**config.mk**
```make
export PLATFORM = sky130hd
export DESIGN_NAME = f2c_ram
export DESIGN_NICKNAME = d
export VERILOG_FILES = /design/src/sv/f2c_ram.sv
export SDC_FILE = /design/constraint.sdc
export NUM_CORES = 1
export LEC_CHECK = 0
export ABC_AREA = 1
export BUFFER_PORTS_ARGS = -buffer_cell sky130_fd_sc_hd__buf_2
export CORE_MARGIN = 2
export CORE_UTILIZATION = 55
export DETAILED_ROUTE_END_ITERATION = 8
export PLACE_DENSITY = 0.72
export SLEW_MARGIN = 25
export SYNTH_ARGS = -nofsm -noshare
export SYNTH_HDL_FRONTEND = slang
export SYNTH_SLANG_ARGS = --single-unit
```
**constraint.sdc**
```tcl
create_clock -name clk_i -period 3 [get_ports clk_i]
set_input_delay 0.6 -clock clk_i [delete_from_list [all_inputs] [get_ports clk_i]]
set_output_delay 0.6 -clock clk_i [all_outputs]
set_load 0.05 [all_outputs]
```
**src/sv/f2c_ram.sv**
```systemverilog
module f2c_ram #(
  parameter int unsigned Width = 8,
  parameter int unsigned Depth = 16
) (
  input  logic                     clk_i,
  input  logic                     we_i,
  input  logic [$clog2(Depth)-1:0] waddr_i,
  input  logic [Width-1:0]         wdata_i,
  input  logic [$clog2(Depth)-1:0] raddr_i,
  output logic [Width-1:0]         rdata_o
);

  logic [Width-1:0] mem_q [Depth];

  always_ff @(posedge clk_i) begin
    if (we_i) begin
      mem_q[waddr_i] <= wdata_i;
    end
    rdata_o <= mem_q[raddr_i];
  end

endmodule

```
# Word level (Yosys, flattened, before mapping)
# Memory sizes are Yosys's and may differ from the RTL's. A register that Yosys moved wholly into a read port is not among the register bits.
# Index checks and enable logic that the tools add are counted.
[classes]
n_mux = 2
[op_table]
columns = ["cell", "n"]
rows = [
  ["$mux 1", 2],
]
[word_totals]
register_bits = 0
mem_bits_rw = 128
inputBits = 18
out_inout_bits = 8
word_cells = 3
mem_count = 1
[memory_table]
columns = ["memory", "depth", "word_bits", "read_ports", "rd_ports_with_merged_regs", "write_ports", "line_no", "source"]
rows = [
  ["mem_q", 16, 8, 1, 1, 1, "13", "logic [Width-1:0] mem_q [Depth];"],
]

# Longest topological paths before layout
# Gate-level depths: netlist of run 1.
[logic_depth]
ltp_word = 2
depth_mapped = 8
depth_no_buf = 7

# Worst setup path before layout of run 1
# No wires, ideal clock.
[synth_timing]
path_kind = "input to register"
start = "input waddr_i[2]"
end = "memory mem_q[10][0] (enable)"
arrival_ps = 1181
t_required_ps = 2630
setup_slack_ps = 1449
path_stages = 2
path_cell_list = "nand3b_1 nor2_1"
[synth_rtl]
columns = ["item", "line_no", "source"]
rows = [
  ["start: declaration", "7", "input logic [$clog2(Depth)-1:0] waddr_i,"],
  ["end: declaration", "13", ""],
]
# No word-level cell before the write port.

# Worst setup path after layout of run 1
[layout_timing]
start = "register rdata_o[7], read port of mem_q"
end = "output rdata_o[7]"
[layout_rtl]
columns = ["item", "line_no", "source"]
rows = [
  ["start: declaration", "10", "output logic [Width-1:0] rdata_o"],
]
# No word-level cell between the ends.

==> results.toml, run 1 <==
[final_layout]
final_cells = 723
stdcell_area_um2 = 6494
fillers = 790
layout-drive-gt1-share_pct = 10.22
n_antenna_cell = 0
synthToLayoutAreaGrowth_pct = 12.61
final_nets = 592

[yosys]
synthTopCellsByArea = "edfxtp_1 67%, nand2_1 11%, nand3_1 8.4%"
synth_warnings = 0
mappedNetlistArea_um2 = 5767
async_flop_share_pct = 0
yosysSeqAreaShare_pct = 69.43
netlist_instances = 551
ys_ff_latch = 136
netlist-cell-type-count = 12
avgSynthCellArea_um2 = 10.47
synth.most_common_cell = "nand2_1"
syn-num-nets = 569
synth-edff-count = 128
synth-main-ff-cell = "edfxtp_1"
ys_top_cells_by_count = "173 x nand2_1, 128 x edfxtp_1, 100 x inv_1"
synth_top_area_share_pct = 66.65
synth_area_leader_cell = "edfxtp_1"

[worst_setup_path]
arrival_ns = 1.07
cpPeakStageDelay_ns = 0.30
path_depth = 1
reg2regPathDepth = 6
critPathSlowestCell = "dfxtp_1"
crit_buf_inv = 1
crit-reg2reg-launch = "mem_q[1][5]"
cp_max_fo = 1
setup.worst_path.start_class = "flip-flop"
crit_path_end = "rdata_o[7]"
worst-r2r-setup-slack_ns = 1.87
cp-end-kind = "primary output"
r2r-end = "rdata_o[5]"
required_ns = 2.40
path_cells = "buf_2"
startpoint = "rdata_o[7]"
crit_type = "flip-flop to primary output"
cp_top_family = "flip-flops"

[pwr]
p_int_uw = 3392
p_leak_uw = 0.002800
pwr-share-seq_pct = 48.9
power_density_nw_per_um2 = 672.0
ir_worst_vdd_mv = 0.4662
switching_share_pct = 22.26
power_frac_comb_pct = 6.6
p_clk_share_pct = 44.4
p_sw_uw = 971.1

[die]
core_um2 = 10230
start_util_pct = 56.37
floorplan.io_pins = 26
die_w_um = 106.4
rows = 37
die-area_um2 = 11320
die_h_um = 106.4

[routing]
vias = 3796
drc = 0
routed_wl_um = 11810
dr.pass1.iters = 4
first_iter_violations = 383
viasPerCell = 5.250
ant_nets = 0
wl_per_cell_um = 16.33

[timing]
rsz0062_at_grt = "false"
drv_slew = 0
fin_ws_ns = 1.329
setup_viol = 0
fmax_mhz = 598.6
skew_ns = 0.006559
hold_viol = 0
final.setup.tns_ns = 0
relSlewSlack_pct = 47.23
timing.final.crit_share_pct = 55.69
fin_crit_ns = 1.671
tightest_slew_ns = 0.7886

[clock_tree]
postCtsSetupBuffers = 0
cts_hold_buf = 0
cts_sinks = 136
clockRootBuffer = "clkbuf_8"
cts_made_buffers = 17
tritoncts = "done"
cts_resized = 0
clkTransAtPathRegs_ns = 0.06
h-tree-depth = 4
clk_latency_ns = 0.51
cts_max_path_buffers = 2

[place]
dp_hpwl_um = 7145
numPortBuffers = 25
pre_cts_ws_ns = 0.9918
placed_area_um2 = 5931
dp_cells = 691
gp_congestion = 0.8320

[global_routing]
grt_pass1_wl_um = 18860
grt_pass1_vias = 3642
grt_start_max_net_pins = 65
grt-ovfl-total = 0
grt_usage_pct = 22.89
antenna_found_initial = 0

[flow_run]
drv_cap = 0

[status]
status = "finished, final reports clean"

[hold_path]
hold_class = "primary input to flip-flop"
power by group through the flow:
stage | Sequential, µW | Combinational [µW] | Clock (µW)
floorplan | 2220 | 150 | 0
global placement | 2170 | 283 | 0
detailed placement | 2170 | 287 | 0
CTS | 2140 | 289 | 1960
global route | 2140 | 317 | 2040
finish | 2140 | 289 | 1940
worst min-delay path by stage:
stage | from | end | slack, ns | depth (start not counted)
finish | raddr_i[3] | rdata_o[3] | 0.43 | 3
CTS | raddr_i[3] | rdata_o[3] | 0.40 | 3
detailed placement | mem_q[14][4] | rdata_o[4] | 0.65 | 6
global placement | mem_q[14][4] | rdata_o[4] | 0.63 | 6
floorplan | mem_q[10][0] | rdata_o[0] | 0.61 | 6
global route | raddr_i[3] | rdata_o[4] | 0.43 | 3
placed cells by master, fill, tap and decap left out:
cell type   count
nand2_1       173
edfxtp_1      128
inv_1         100
nand3_1        97
buf_2          25
nor2_1         17
clkbuf_16      16
dfxtp_1         8
clkinv_2        4
clkinvlp_4      4
inv_2           2
nand3b_1        2
clkbuf_8        2
clkinv_4        2
bufinv_16       2
clkbuf_1        2
buf_4           2
buf_12          1
stage by stage:
stage / total power, µW / utilization (%) / hold WS, ns
CTS: 4386 / 63.47 / 0.4008
global placement: 2456 / 57.97 / 0.6315
finish: 4363 / 63.47 / 0.4304
global route: 4499 / 63.47 / 0.4251
floorplan: 2367 / - / 0.6074
detailed placement: 2461 / 57.97 / 0.6483
registers in the layout (all words and copies together) (netlist names):
name     flops
mem_q      128
rdata_o      8
area by class of cell:
class	instances	area [µm²]	area share, %
Timing Repair Buffer	28	160.2	2.466
Clock buffer	20	435.4	6.705
Sequential cell	136	4004	61.66
Multi-Input combinational cell	289	1214	18.69
Inverter	102	382.9	5.896
Tap cell	136	170.2	2.620
Clock inverter	12	127.6	1.965
per-layer routing:
layer  track usage [%]  up-vias  share of wire (%)
met5                 0        -                  0
met4             12.31        0                3.4
met3             5.579       33                7.1
met2             35.07      185                 47
met1             30.32     1763                 42
li1                  -     1815                  -
cells by family (layout without fill, tap and decap cells):
group / count (synthesis) / in the layout / synth area share (%)
flops: 136 / 136 / 69.43
simple gates: 289 / 289 / 21.05
buf+inv: 126 / 162 / 9.525
No activity file was read; power rests on OpenSTA's default activity.
==> run 2, diff against run 1 <==
- PLACE_DENSITY: 0.72 -> 0.75
- clock period: 3 -> 1.41 ns (I/O delays scaled with it)
==> run 2 against run 1 <==
Global-route usage rose by 2.3 points; power rose by 120%; routed wire length rose by 9.9%; critical endpoint is now rdata_o[3].
==> results.toml, run 2 (synthesis gave the netlist of run 1 again) <==
[status]
status = "finished, final reports clean"

[routing]
routed_wl_um = 12980
drc = 0
wl_per_cell_um = 17.28
vias = 3907
viasPerCell = 5.202
first_iter_violations = 268
ant_nets = 0
dr.pass1.iters = 5

[worst_setup_path]
setup.worst_path.start_class = "flip-flop"
arrival_ns = 1.09
reg2regPathDepth = 6
critPathSlowestCell = "dfxtp_1"
cp-end-kind = "primary output"
required_ns = 1.13
crit_type = "flip-flop to primary output"
worst-r2r-setup-slack_ns = 0.35
path_depth = 1
crit-reg2reg-launch = "mem_q[1][5]"
startpoint = "rdata_o[3]"
cp_top_family = "flip-flops"
path_cells = "buf_6"
crit_path_end = "rdata_o[3]"
cp_max_fo = 1
r2r-end = "rdata_o[5]"
crit_buf_inv = 1
cpPeakStageDelay_ns = 0.39

[final_layout]
synthToLayoutAreaGrowth_pct = 17.31
final_common_cell = "nand2_1"
n_antenna_cell = 0
largest_registers = "mem_q x128, rdata_o x8"
top_register = "mem_q"
stdcell_area_um2 = 6765
final_nets = 620
layout_common_cells = "173 x nand2_1, 128 x edfxtp_1, 100 x inv_1"
layout-drive-gt1-share_pct = 14.47
final_util_pct = 66.12
largest_register_ffs = 128

[die]
die-area_um2 = 11320
core_um2 = 10230
die_w_um = 106.4
floorplan.io_pins = 26
rows = 37
start_util_pct = 56.37
die_h_um = 106.4

[timing]
fmax_mhz = 728.2
hold_viol = 0
fin_crit_ns = 1.373
rsz0062_at_grt = "false"
drv_slew = 0
relSlewSlack_pct = 72.07
timing.final.crit_share_pct = 97.40
skew_ns = 0.008738
tightest_slew_ns = 0.4189
final.setup.tns_ns = 0
whs_ns = 0.1893
setup_viol = 0

[global_routing]
grt.busiest_layer = "met2"
grt_usage_pct = 25.15
met2_usage_pct = 40.43
grt_use_met1_pct = 32.85
grt_pass1_wl_um = 20560
antenna_found_initial = 0
use_met3_pct = 6.070
grt_start_max_net_pins = 34
grt-ovfl-total = 0
grt_pass1_vias = 3913

[pwr]
p_clk_share_pct = 44.5
p_leak_uw = 0.002967
p_int_uw = 7246
power_density_nw_per_um2 = 1395
power_frac_comb_pct = 7.2
switching_share_pct = 23.25
p_sw_uw = 2195
ir_worst_vdd_mv = 0.7760
pwr-share-seq_pct = 48.2

[flow_run]
drv_cap = 0

[place]
gp_congestion = 0.8572
placed_area_um2 = 6178
dp_hpwl_um = 8199
numPortBuffers = 25

[clock_tree]
cts_made_buffers = 17
cts_sinks = 136
h-tree-depth = 4
cts_max_path_buffers = 2
clockRootBuffer = "clkbuf_8"
clk_latency_ns = 0.52
tritoncts = "done"
cts_hold_buf = 0
clkTransAtPathRegs_ns = 0.07

[hold_path]
hold_class = "primary input to flip-flop"
[run 2: worst min path at each step]
stage,from,to,cells after the start
CTS,wdata_i[3],mem_q[1][3],1
detailed placement,mem_q[0][0],rdata_o[0],6
floorplan,wdata_i[0],mem_q[0][0],0
global placement,mem_q[12][2],rdata_o[2],6
global route,wdata_i[3],mem_q[1][3],1
finish,wdata_i[3],mem_q[1][3],1
[run 2: cell type report]
cell class              instances  area (µm²)
clock buffers                  18       417.9
clock inverters                14       148.9
fillers                       798        3466
inverters                     102       382.9
well taps                     136       170.2
repair buffers                 56       427.9
flip-flops and latches        136        4004
multi-input cells             289        1214
[run 2: power groups by stage]
stage / clock, µW / sequential [µW] / combinational (µW)
after global placement: 0 / 4630 / 655
after floorplan: 0 / 4720 / 319
after CTS: 4240 / 4550 / 681
after detailed placement: 0 / 4640 / 666
after global routing: 4420 / 4560 / 744
final: 4210 / 4550 / 683
[run 2: what timing repair did]
item	4_1_cts	5_1_grt
setup endpoints to repair	4	2
resized for setup	5	2
setup buffers	0	0
[run 2: through the flow]
stage	instances	worst slack (ns)	power, µW
final	751	0.03667	9440
after global routing	751	0.003807	9727
after CTS	751	0.01103	9478
after detailed placement	719	0.05726	5302
after global placement	719	0.09688	5287
after floorplan	551	0.1772	5037
[run 2: metal layers]
layer / vias to the layer above / share of wire (%)
met5: - / 0
met4: 0 / 2.5
met3: 26 / 6.9
met2: 159 / 50
met1: 1837 / 41
li1: 1885 / -
